--- src/rtl/core/itp_pkg.sv ---
// Package of shared types, character codes and classification functions for the converter.
package itp_pkg;

    localparam int unsigned MAX_LEN = 64;
    localparam int unsigned ADDR_W  = $clog2(MAX_LEN);
    localparam int unsigned CNT_W   = ADDR_W + 1;

    localparam logic [7:0] C_PLUS   = 8'h2B;
    localparam logic [7:0] C_MINUS  = 8'h2D;
    localparam logic [7:0] C_STAR   = 8'h2A;
    localparam logic [7:0] C_SLASH  = 8'h2F;
    localparam logic [7:0] C_CARET  = 8'h5E;
    localparam logic [7:0] C_LPAREN = 8'h28;
    localparam logic [7:0] C_RPAREN = 8'h29;

    typedef enum logic [3:0] {
        ST_IDLE,
        ST_SCAN,
        ST_CLASSIFY,
        ST_OPERATOR,
        ST_PAREN,
        ST_POP_WAIT,
        ST_FLUSH,
        ST_EMIT_RD,
        ST_EMIT_WR
    } t_state;

    function automatic logic is_operand(input logic [7:0] c);
        return ((c >= 8'h61) && (c <= 8'h7A)) || ((c >= 8'h41) && (c <= 8'h5A)) ||
               ((c >= 8'h30) && (c <= 8'h39));
    endfunction

    function automatic logic is_operator(input logic [7:0] c);
        return (c == C_PLUS) || (c == C_MINUS) || (c == C_STAR) ||
               (c == C_SLASH) || (c == C_CARET);
    endfunction

    // Zero stands for anything that is not an operator.
    function automatic logic [1:0] op_rank(input logic [7:0] c);
        logic [1:0] rank;
        rank = 2'd0;
        if (c == C_CARET) begin
            rank = 2'd3;
        end else if ((c == C_STAR) || (c == C_SLASH)) begin
            rank = 2'd2;
        end else if ((c == C_PLUS) || (c == C_MINUS)) begin
            rank = 2'd1;
        end
        return rank;
    endfunction

endpackage

--- src/rtl/core/infix_to_prefix_converter_top.sv ---
// Infix to prefix converter: text, operator stack and output held in on-chip memories.
//
// An infix expression is loaded one character per transaction: a character is
// taken at a rising edge where start is high and busy is low, and i_in_last
// marks the final one. Loading takes one character per cycle; characters
// beyond 64 are dropped and reported on o_out_truncated.
// After the final character busy rises while the text is scanned from its end
// with an operator stack. An operand or an ignored character passes a memory
// read, then classification; an operator or an opening parenthesis gets a
// further step to push or to finish, and dropping a matched closing
// parenthesis one more for the stack read of the new top. Each entry moved
// from the stack to the output takes a pop, then a stack memory read of the
// new top. The remaining stack is flushed in the same way, entry by entry,
// followed by a closing step.
// The prefix result is then read back in reverse from the output memory; each
// result transaction follows its own memory read and is shown for a single
// cycle with o_valid high; o_out_last marks the final one. An empty result
// gives one transaction with o_out_empty set and o_out_char zero. The
// receiver cannot stall, so results are never held back. Each memory has a
// single read port.
// Synchronous reset returns the block to idle with empty text, stack and
// output; memory contents are not cleared and need no clearing pass.
module infix_to_prefix_converter_top (
    input  logic       i_clk,
    input  logic       i_rst_n,
    input  logic       start,
    output logic       busy,
    input  logic [7:0] i_in_char,
    input  logic       i_in_last,
    output logic       o_valid,
    output logic [7:0] o_out_char,
    output logic       o_out_last,
    output logic       o_out_empty,
    output logic       o_out_truncated
);

    localparam int unsigned AW = itp_pkg::ADDR_W;
    localparam int unsigned CW = itp_pkg::CNT_W;

    logic [7:0] r_text  [itp_pkg::MAX_LEN];
    logic [7:0] r_stack [itp_pkg::MAX_LEN];
    logic [7:0] r_outbuf[itp_pkg::MAX_LEN];

    itp_pkg::t_state r_state, n_state, r_ret, n_ret;

    logic [CW-1:0] r_len, n_len;
    logic [CW-1:0] r_idx, n_idx;
    logic [CW-1:0] r_depth, n_depth;
    logic [CW-1:0] r_olen, n_olen;
    logic          r_ovf, n_ovf;
    logic [7:0]    r_top, n_top;
    logic [7:0]    r_c, n_c;

    logic [7:0]    r_text_rd, r_stack_rd, r_out_rd;

    logic          r_o_valid, n_o_valid;
    logic [7:0]    r_o_char, n_o_char;
    logic          r_o_last, n_o_last;
    logic          r_o_empty, n_o_empty;
    logic          r_o_trunc, n_o_trunc;

    logic          text_we, stack_we, out_we;
    logic [AW-1:0] text_raddr, stack_waddr, stack_raddr, out_waddr, out_raddr;
    logic [7:0]    stack_wdata, out_wdata;

    always_ff @(posedge i_clk) begin
        if (text_we) begin
            r_text[r_len[AW-1:0]] <= i_in_char;
        end
        r_text_rd <= r_text[text_raddr];
    end

    always_ff @(posedge i_clk) begin
        if (stack_we) begin
            r_stack[stack_waddr] <= stack_wdata;
        end
        r_stack_rd <= r_stack[stack_raddr];
    end

    always_ff @(posedge i_clk) begin
        if (out_we) begin
            r_outbuf[out_waddr] <= out_wdata;
        end
        r_out_rd <= r_outbuf[out_raddr];
    end

    always_ff @(posedge i_clk) begin
        if (!i_rst_n) begin
            r_state   <= itp_pkg::ST_IDLE;
            r_ret     <= itp_pkg::ST_IDLE;
            r_len     <= '0;
            r_idx     <= '0;
            r_depth   <= '0;
            r_olen    <= '0;
            r_ovf     <= 1'b0;
            r_o_valid <= 1'b0;
        end else begin
            r_state   <= n_state;
            r_ret     <= n_ret;
            r_len     <= n_len;
            r_idx     <= n_idx;
            r_depth   <= n_depth;
            r_olen    <= n_olen;
            r_ovf     <= n_ovf;
            r_o_valid <= n_o_valid;
        end
    end

    always_ff @(posedge i_clk) begin
        r_top     <= n_top;
        r_c       <= n_c;
        r_o_char  <= n_o_char;
        r_o_last  <= n_o_last;
        r_o_empty <= n_o_empty;
        r_o_trunc <= n_o_trunc;
    end

    always_comb begin
        n_state   = r_state;
        n_ret     = r_ret;
        n_len     = r_len;
        n_idx     = r_idx;
        n_depth   = r_depth;
        n_olen    = r_olen;
        n_ovf     = r_ovf;
        n_top     = r_top;
        n_c       = r_c;
        n_o_valid = 1'b0;
        n_o_char  = r_o_char;
        n_o_last  = r_o_last;
        n_o_empty = r_o_empty;
        n_o_trunc = r_o_trunc;

        text_we     = 1'b0;
        text_raddr  = r_idx[AW-1:0];
        stack_we    = 1'b0;
        stack_waddr = r_depth[AW-1:0];
        stack_wdata = r_c;
        stack_raddr = r_depth[AW-1:0] - AW'(2);
        out_we      = 1'b0;
        out_waddr   = r_olen[AW-1:0];
        out_wdata   = r_top;
        out_raddr   = r_olen[AW-1:0] - AW'(1);

        case (r_state)
            itp_pkg::ST_IDLE: begin
                if (start) begin
                    if (r_len < CW'(itp_pkg::MAX_LEN)) begin
                        text_we = 1'b1;
                        n_len   = r_len + CW'(1);
                    end else begin
                        n_ovf = 1'b1;
                    end
                    if (i_in_last) begin
                        n_idx   = n_len;
                        n_state = itp_pkg::ST_SCAN;
                    end
                end
            end

            itp_pkg::ST_SCAN: begin
                if (r_idx == '0) begin
                    n_state = itp_pkg::ST_FLUSH;
                end else begin
                    text_raddr = r_idx[AW-1:0] - AW'(1);
                    n_idx      = r_idx - CW'(1);
                    n_state    = itp_pkg::ST_CLASSIFY;
                end
            end

            itp_pkg::ST_CLASSIFY: begin
                n_c     = r_text_rd;
                n_state = itp_pkg::ST_SCAN;
                if (itp_pkg::is_operand(r_text_rd)) begin
                    out_we    = 1'b1;
                    out_wdata = r_text_rd;
                    n_olen    = r_olen + CW'(1);
                end else if (r_text_rd == itp_pkg::C_RPAREN) begin
                    stack_we    = 1'b1;
                    stack_wdata = r_text_rd;
                    n_top       = r_text_rd;
                    n_depth     = r_depth + CW'(1);
                end else if (r_text_rd == itp_pkg::C_LPAREN) begin
                    n_state = itp_pkg::ST_PAREN;
                end else if (itp_pkg::is_operator(r_text_rd)) begin
                    n_state = itp_pkg::ST_OPERATOR;
                end
            end

            itp_pkg::ST_OPERATOR: begin
                if ((r_depth != '0) && (itp_pkg::op_rank(r_top) > itp_pkg::op_rank(r_c))) begin
                    out_we  = 1'b1;
                    n_olen  = r_olen + CW'(1);
                    n_depth = r_depth - CW'(1);
                    n_ret   = itp_pkg::ST_OPERATOR;
                    n_state = itp_pkg::ST_POP_WAIT;
                end else begin
                    stack_we = 1'b1;
                    n_top    = r_c;
                    n_depth  = r_depth + CW'(1);
                    n_state  = itp_pkg::ST_SCAN;
                end
            end

            itp_pkg::ST_PAREN: begin
                if (r_depth == '0) begin
                    n_state = itp_pkg::ST_SCAN;
                end else if (r_top != itp_pkg::C_RPAREN) begin
                    out_we  = 1'b1;
                    n_olen  = r_olen + CW'(1);
                    n_depth = r_depth - CW'(1);
                    n_ret   = itp_pkg::ST_PAREN;
                    n_state = itp_pkg::ST_POP_WAIT;
                end else begin
                    // The matching closing parenthesis is dropped.
                    n_depth = r_depth - CW'(1);
                    n_ret   = itp_pkg::ST_SCAN;
                    n_state = itp_pkg::ST_POP_WAIT;
                end
            end

            itp_pkg::ST_POP_WAIT: begin
                // The entry below the popped one becomes the cached top.
                n_top   = r_stack_rd;
                n_state = r_ret;
            end

            itp_pkg::ST_FLUSH: begin
                if (r_depth != '0) begin
                    out_we  = 1'b1;
                    n_olen  = r_olen + CW'(1);
                    n_depth = r_depth - CW'(1);
                    n_ret   = itp_pkg::ST_FLUSH;
                    n_state = itp_pkg::ST_POP_WAIT;
                end else if (r_olen == '0) begin
                    n_o_valid = 1'b1;
                    n_o_char  = 8'h00;
                    n_o_last  = 1'b1;
                    n_o_empty = 1'b1;
                    n_o_trunc = r_ovf;
                    n_len     = '0;
                    n_ovf     = 1'b0;
                    n_state   = itp_pkg::ST_IDLE;
                end else begin
                    n_state = itp_pkg::ST_EMIT_RD;
                end
            end

            itp_pkg::ST_EMIT_RD: begin
                n_olen  = r_olen - CW'(1);
                n_state = itp_pkg::ST_EMIT_WR;
            end

            itp_pkg::ST_EMIT_WR: begin
                n_o_valid = 1'b1;
                n_o_char  = r_out_rd;
                n_o_last  = (r_olen == '0);
                n_o_empty = 1'b0;
                n_o_trunc = r_ovf;
                if (r_olen == '0) begin
                    n_len   = '0;
                    n_depth = '0;
                    n_ovf   = 1'b0;
                    n_state = itp_pkg::ST_IDLE;
                end else begin
                    n_state = itp_pkg::ST_EMIT_RD;
                end
            end

            default: begin
                n_state = itp_pkg::ST_IDLE;
            end
        endcase
    end

    assign busy            = (r_state != itp_pkg::ST_IDLE);
    assign o_valid         = r_o_valid;
    assign o_out_char      = r_o_char;
    assign o_out_last      = r_o_last;
    assign o_out_empty     = r_o_empty;
    assign o_out_truncated = r_o_trunc;

endmodule
--- config.mk ---
export PLATFORM = sky130hd
export DESIGN_NAME = infix_to_prefix_converter_top
export DESIGN_NICKNAME = d
export VERILOG_FILES = /design/src/rtl/core/itp_pkg.sv /design/src/rtl/core/infix_to_prefix_converter_top.sv
export SDC_FILE = /design/constraint.sdc
export NUM_CORES = 2
export LEC_CHECK = 0
export BUFFER_PORTS_ARGS = -buffer_cell sky130_fd_sc_hd__buf_2
export CAP_MARGIN = 0
export CORE_UTILIZATION = 40
export DETAILED_ROUTE_END_ITERATION = 8
export PLACE_DENSITY = 0.52
export SLEW_MARGIN = 5
export SYNTH_ARGS = -nofsm -noshare
export SYNTH_HDL_FRONTEND = slang
export SYNTH_SLANG_ARGS = --single-unit
--- constraint.sdc ---
create_clock -name i_clk -period 3.8 [get_ports i_clk]
set_input_delay 0.38 -clock i_clk [delete_from_list [all_inputs] [get_ports i_clk]]
set_output_delay 0.38 -clock i_clk [all_outputs]
set_load 0.01 [all_outputs]
; Yosys cells after proc, flatten, opt, wreduce, memory -nomap -nowiden
; Memory sizes are Yosys's and may differ from the RTL's. A register that Yosys moved wholly into a read port is not among the register bits.
; Index checks and enable logic that the tools add are counted.
[word_totals]
reg_bits = 65
mem_bits_rw = 1536
in_bits = 12
output_inout_bits = 13
word_cells = 206
mem_count = 3
[mem_list]
columns = name, words, word_bits, rd, rd_clocked_by_memory_dff, wr, line_no
row1 = r_outbuf, 64, 8, 1, 1, 1, infix_to_prefix_converter_top.sv:42  ; logic [7:0] r_outbuf[itp_pkg::MAX_LEN];
row2 = r_stack, 64, 8, 1, 1, 1, infix_to_prefix_converter_top.sv:41  ; logic [7:0] r_stack [itp_pkg::MAX_LEN];
row3 = r_text, 64, 8, 1, 1, 1, infix_to_prefix_converter_top.sv:40  ; logic [7:0] r_text [itp_pkg::MAX_LEN];
[classes]
n_addsub = 9
magnitude_cmp = 8
n_eq_ne = 41
mux = 95
n_reduce_logical = 36
[op_table]
columns = cell, count
row1 = 2-to-1 mux 7 bit, 18
row2 = "equality test 8 x 6 -> 1 bit, second input constant", 14
row3 = 2-to-1 mux 8 bit, 10
row4 = case mux 7 bit (5 select lines), 2
row5 = case mux 4 bit (9 select lines), 1
row6 = "!= test 2 bit, second input constant", 15
row7 = 2-to-1 mux 1 bit, 29
row8 = 2-to-1 mux 3 bit, 9
row9 = "equality test 8 x 7 -> 1 bit, second input constant", 3
row10 = case mux 8 bit (3 select lines), 1
row11 = "adder 7 x 1 -> 7 bit, second input constant", 3
row12 = zero test 7 bit, 3
row13 = case mux 7 bit (3 select lines), 1
row14 = "subtractor 7 x 1 -> 7 bit, second input constant", 3
row15 = 2-to-1 mux 4 bit, 5
row16 = "equality test 4 x 3 -> 1 bit, second input constant", 4
row17 = "greater-or-equal comparator 8 x 7 -> 1 bit, second input constant", 2
row18 = "less-or-equal comparator 8 x 7 -> 1 bit, second input constant", 2
row19 = case mux 8 bit (2 select lines), 1
row20 = AND reduction 4 bit, 4
row21 = 2-to-1 mux 2 bit, 7
row22 = case mux 7 bit (2 select lines), 1
row23 = 2-to-1 mux 6 bit, 2
row24 = case mux 4 bit (3 select lines), 1
row25 = other kinds (24), 48

; Depth between registers and ports, before layout
[depth]
depth_word = 12
depth_mapped = 15
mapped_depth_nobuf = 14

; Worst setup path after synthesis
; Ideal clock, no wire load.
[synth_timing]
kind = register to register
startpoint = reg r_depth[1]
endpoint = mem r_outbuf[47][0] (enable)
arrival_ns = 3.511
t_required_ns = 3.430
path_slack_ns = -0.081
path_stages_with_launch = 12
synth_period_minus_slack_ns = 3.881
path_cell_list = dfxtp_1 buf_1 clkbuf_1 buf_1 inv_1 ha_1 nor4b_1 nor3_1 o41ai_1 a31oi_1 nand3_1 nor2_1
[synth_between]
elab_chain_cells = 6
elab_cells_between_ends = 9
cone_classes = 6 x mux / 3 x reduce/logical
[synth_lines]
columns = item, line_no
row1 = from (decl), infix_to_prefix_converter_top.sv:48  ; logic [CW-1:0] r_depth, n_depth;
row2 = from (signal assigned), infix_to_prefix_converter_top.sv:102  ; r_depth <= n_depth;
row3 = nonzero test 7 bit, "infix_to_prefix_converter_top.sv:191, infix_to_prefix_converter_top.sv:229"
row4 = logical AND 1 bit, infix_to_prefix_converter_top.sv:191  ; if ((r_depth != '0) && (itp_pkg::op_rank(r_top) > itp_pkg::op_rank(r_c))) begin
row5 = 2-to-1 mux 1 bit, infix_to_prefix_converter_top.sv:191
row6 = case mux 1 bit (4 select lines) *, infix_to_prefix_converter_top.sv:145  ; case (r_state)
row7 = 2-to-1 mux 1 bit *, infix_to_prefix_converter_top.sv:81  ; if (out_we) begin
row8 = 2-to-1 mux 1 bit (implied by the code) *, infix_to_prefix_converter_top.sv:82  ; r_outbuf[out_waddr] <= out_wdata;
row9 = to (decl), infix_to_prefix_converter_top.sv:42
; Mark *: on every way between the ends. The rest lies on a longest branch, timed or not.

; Final worst setup path
[layout_timing]
startpoint = reg r_top[2]
endpoint = mem r_outbuf[42][7] (enable)
[layout_between]
elab_chain_cells = 12
elab_cells_between_ends = 20
cone_classes = 1 x order compare / 6 x eq/ne / 10 x mux / 3 x reduce/logical
[layout_lines]
columns = item, line_no
row1 = from (decl), infix_to_prefix_converter_top.sv:51  ; logic [7:0] r_top, n_top;
row2 = from (signal assigned), infix_to_prefix_converter_top.sv:110  ; r_top <= n_top;
row3 = equality test 8 x 6 -> 1 bit, itp_pkg.sv:46  ; end else if ((c == C_PLUS) || (c == C_MINUS)) begin
row4 = logical OR 1 bit, itp_pkg.sv:46
row5 = 2-to-1 mux 1 bit, itp_pkg.sv:46
row6 = 2-to-1 mux 2 bit, itp_pkg.sv:44  ; end else if ((c == C_STAR) || (c == C_SLASH)) begin
row7 = 2-to-1 mux 2 bit, itp_pkg.sv:42  ; if (c == C_CARET) begin
row8 = 2-to-1 mux 2 bit, infix_to_prefix_converter_top.sv:145
row9 = greater-than comparator 2 bit, infix_to_prefix_converter_top.sv:191
row10 = logical AND 1 bit, infix_to_prefix_converter_top.sv:191
row11 = 2-to-1 mux 1 bit, infix_to_prefix_converter_top.sv:191
row12 = case mux 1 bit (4 select lines) *, infix_to_prefix_converter_top.sv:145
row13 = 2-to-1 mux 1 bit *, infix_to_prefix_converter_top.sv:81
row14 = 2-to-1 mux 1 bit (implied by the code) *, infix_to_prefix_converter_top.sv:82
; Mark *: on every way between the ends. The rest lies on a longest branch, timed or not. The select of a mux whose other input is x is not followed.

==> key figures <==
Outcome
  • Outcome: completed

Global routing
  • First-pass GRT wire length: 252000 um
  • Initial antenna violation count: 10
  • Total grt overflow: 0
  • Pin count of the biggest net entering global routing: 133
  • Vias in the first global route: 36000
  • GRT Total Usage: 20.8%

Route
  • DRC viols: 0
  • Drt pass-1 iters: 5
  • Post-DR wirelength/cell: 26.7 um
  • Post-Route WL: 171000 um
  • Via/cell ratio: 5.67
  • ANT nets after route: 0
  • Initial drt markers: 3832
  • Routed vias: 36300

Synthesis
  • EDFF count, synth: 1563
  • Number of synthesized register bits: 1624
  • Syn Inst Count: 3801
  • Post-synthesis sequential area ratio: 73.6%
  • Syn Std Cell Area: 65400 um^2
  • Syn nets: 3833
  • Library cells used by synthesis: 75
  • Top FF cell, synth: edfxtp_1
  • Yosys warning count: 0
  • Avg Cell Area, Syn: 17.2 um^2
  • Ys async rst share: 0%

Clock network
  • Clk_lat worst skew: 0.82 ns
  • H-tree depth: 4
  • Clock transition at path regs: 0.06 ns
  • Total CTS buffers: 173
  • Post-CTS setup buffer count: 0
  • Number of clock sinks: 1624
  • Clock Path Buffers: 3
  • CTS tree: yes
  • Root Driver: clkbuf_16

Floorplan
  • Number of cell rows: 148
  • Die X: 406 um
  • Die height: 406 um
  • Area of the die: 165000 um^2
  • # IOs: 25
  • Initial core utilization: 40.2%
  • Core area: 163000 um^2

Timing
  • Slew Viols, Final: 0
  • Final Setup Violations: 0
  • Final Hold Viols: 0
  • Post-Route Skew: 0.0501 ns
  • Crit share post-route: 94.1%
  • Slew headroom: 28.5%
  • RSZ-0062 raised after global routing: no
  • Max frequency: 280 MHz
  • Period minus WS final: 3.58 ns
  • Setup TNS: 0 ns
  • Slew at the pin closest to its max-slew limit: 1.07 ns

Layout
  • P&R area growth vs syn: 16.3%
  • Non-Filler Instances: 6405
  • Fin area: 76100 um^2
  • Register area: 48200 um^2
  • Share of cells above drive strength 1: 24.5%
  • Post-layout nets: 4120
  • FILL cells: 14000
  • Multi-input gate area: 16200 um^2

Critical path
  • FF-to-FF setup slack: 0.22 ns
  • Critical Path AT: 4.07 ns
  • Critical path, cell by cell: nor4b_4 > nand2_1 > o21ai_0 > nand2_1 > o21ai_0 > nand2_1 > ha_1 > nor2b_1 > a2bb2oi_2 > and2_1 > nand2_1 > a31oi_2 > nand2_1 > buf_4 > nor2_1 > buf_4
  • Reg2Reg Depth: 16
  • Highest cell delay on the worst timing path: 0.47 ns
  • Worst Path Required: 4.30 ns
  • Crit path max-delay family: simple AND/OR/NAND/NOR gates
  • Startpoint types: register
  • Cell mode on critical path: nand2_1
  • CP max stage cell: edfxtp_1
  • Critical path depth: 16
  • CP Capture Type: register
  • Crit Path Class: reg -> reg
  • Worst r2r src: r_top[2]$_DFFE_PP_
  • Reg2Reg Capture Point: r_outbuf[42][7]$_DFFE_PP_
  • WP buf/inv: 2
  • Highest net fanout along the worst path: 8

Job
  • Max-cap violations: 0

Pwr
  • Pleak: 23.8 nW
  • Peak supply drop: 0.000498 V
  • Int Pwr: 30.8 mW
  • Cell Pwr Density: 538 nW/um^2
  • Seq pwr share: 48.7%
  • Comb pwr share: 10.6%
  • Switching fraction of total power: 24.8%
  • Switching pwr: 10.2 mW
  • Clock power frac: 40.7%

Placed design
  • Cell Area, Placed: 70400 um^2
  • Placed cells: 6087
  • Gpl congestion: 0.818
  • PortBufs: 24
  • Dpl hpwl: 103000 um

Hold path
  • Hold_sp: i_in_char[6]
  • Sink of the worst hold path: r_text[11][6]$_DFFE_PP_
  • Hold path depth: 1
  • Hold Crit Class: in -> reg
==> worst reg2reg max path, stage by stage (launching register included) <==
cell and delay, ns:
edfxtp_1 0.47, nor4b_4 0.35, nand2_1 0.14, o21ai_0 0.10, nand2_1 0.07, o21ai_0 0.08
nand2_1 0.08, ha_1 0.18, nor2b_1 0.16, a2bb2oi_2 0.20, and2_1 0.17, nand2_1 0.19
a31oi_2 0.29, nand2_1 0.22, buf_4 0.26, nor2_1 0.12, buf_4 0.20
==> final cells by class <==
type | instances | area share, %
diodes | 1 | 0.00329
repair buffers | 383 | 4.31
inverters | 24 | 0.118
clock buffers | 210 | 5.91
flip-flops and latches | 1624 | 63.3
well taps | 2175 | 3.58
clock inverters | 106 | 1.48
multi-input cells | 1882 | 21.3
==> repair_timing <==
| item | CTS | global route |
|---|---|---|
| gates resized for setup | 2 | 8 |
| hold buffers | 1 | 0 |
| endpoints found under the setup margin | 16 | 434 |
| endpoints found under the hold margin | 6 | 0 |
==> sequential cells by signal, summed over array words and instances (netlist names), 7 cells and up <==
| signal | cells |
|---|---|
| r_stack | 512 |
| r_idx | 7 |
| r_olen | 7 |
| r_text | 512 |
| r_outbuf | 512 |
| r_text_rd | 8 |
| r_c | 8 |
| r_top | 8 |
| r_stack_rd | 8 |
| r_out_rd | 8 |
| r_len | 7 |
| o_out_char | 8 |
| r_depth | 7 |
==> worst max-delay path by stage <==
stage / slack [ns] / start / end
final: 0.22 / r_top[2]$_DFFE_PP_ / r_outbuf[42][7]$_DFFE_PP_
after detailed placement: -0.0008 / r_top[2]$_DFFE_PP_ / r_outbuf[11][0]$_DFFE_PP_
after CTS: 0.07 / r_c[4]$_DFFE_PP_ / r_outbuf[42][7]$_DFFE_PP_
after global routing: 0.03 / r_top[2]$_DFFE_PP_ / r_outbuf[42][7]$_DFFE_PP_
after global placement: 0.04 / r_top[2]$_DFFE_PP_ / r_outbuf[27][2]$_DFFE_PP_
after floorplan: -0.08 / r_depth[1]$_SDFFE_PN0P_ / r_outbuf[47][0]$_DFFE_PP_
==> through the flow <==
stage	hold slack, ns	total power, mW	utilization (%)	setup WS (ns)
after floorplan	0.402	22.9	-	-0.0809
after global placement	0.466	24.7	43.3	0.0392
after detailed placement	0.477	24.7	43.3	-0.000770
after CTS	0.0814	41.3	46.8	0.0676
after global routing	0.114	42.3	46.8	0.0285
final	0.136	41.0	46.8	0.223
==> placed cells by master, fill, tap and decap left out, types with 58 or more instances in the layout <==
master,n
mux4_2,328
buf_4,321
nand3_1,476
nor2_1,234
clkbuf_16,173
dfxtp_1,58
nand2_1,81
o21ai_0,285
edfxtp_1,1563
nand4_1,84
==> cells in the mapped netlist (all sizes together) (3+ instances only) <==
cell    number  share of area, %
xor2         7             0.094
edfxtp    1563                72
nand3b       8             0.092
inv         22              0.13
a311oi      48              0.64
nor3b        9              0.10
or2          6             0.057
buf        113              0.88
mux2        15              0.26
nor2       245               1.4
a32oi        3             0.040
nor4         3             0.029
and2        10             0.096
a21oi       45              0.34
xnor2       12              0.16
o311a        3             0.046
dfxtp       61               1.9
o22ai        5             0.048
and3        15              0.14
o31ai        5             0.057
or3         10             0.096
nor2b       22              0.21
nand2       82              0.47
a31oi       23              0.24
a211oi      16              0.21
a22oi       10              0.14
nor3        20              0.15
mux2i       14              0.21
a21boi       3             0.034
nand4       84              0.80
nand3      476               3.6
mux4       328                11
nor4b        4             0.099
ha          19              0.36
nand2b       9             0.098
or4b         3             0.057
nand4b       6             0.090
clkbuf     158              0.91
o21ai      287               2.2
o211ai       4             0.054
or3b         3             0.040
==> power by group through the flow <==
stage | Combinational (mW) | Sequential [mW] | Clock [mW]
6_report | 4.36 | 19.9 | 16.7
3_5_place_dp | 4.37 | 20.3 | 0
2_1_floorplan | 2.68 | 20.2 | 0
4_1_cts | 4.39 | 19.9 | 17.0
3_3_place_gp | 4.36 | 20.3 | 0
5_1_grt | 4.68 | 19.9 | 17.7
==> routing by layer <==
layer	up-vias	wire (um)	global-route usage (%)	share of wire, %
met1	18900	78800	31.3	46
met3	248	10500	3.86	6.1
met2	1237	77500	31.0	45
met5	-	35	0	0.020
li1	15900	-	-	-
met4	6	4230	5.82	2.5
==> logic make-up after synthesis <==
family / count (synthesis) / synth area share, %
adders and majority gates: 20 / 0.394
DFF: 1624 / 73.6
AOI/OAI and AO/OA: 468 / 4.30
muxes: 357 / 11.8
xor gates and xnor gates: 19 / 0.254
buffers and inverters: 295 / 1.92
and+or+nand+nor: 1018 / 7.73
Power figures use the tool's default switching activity.
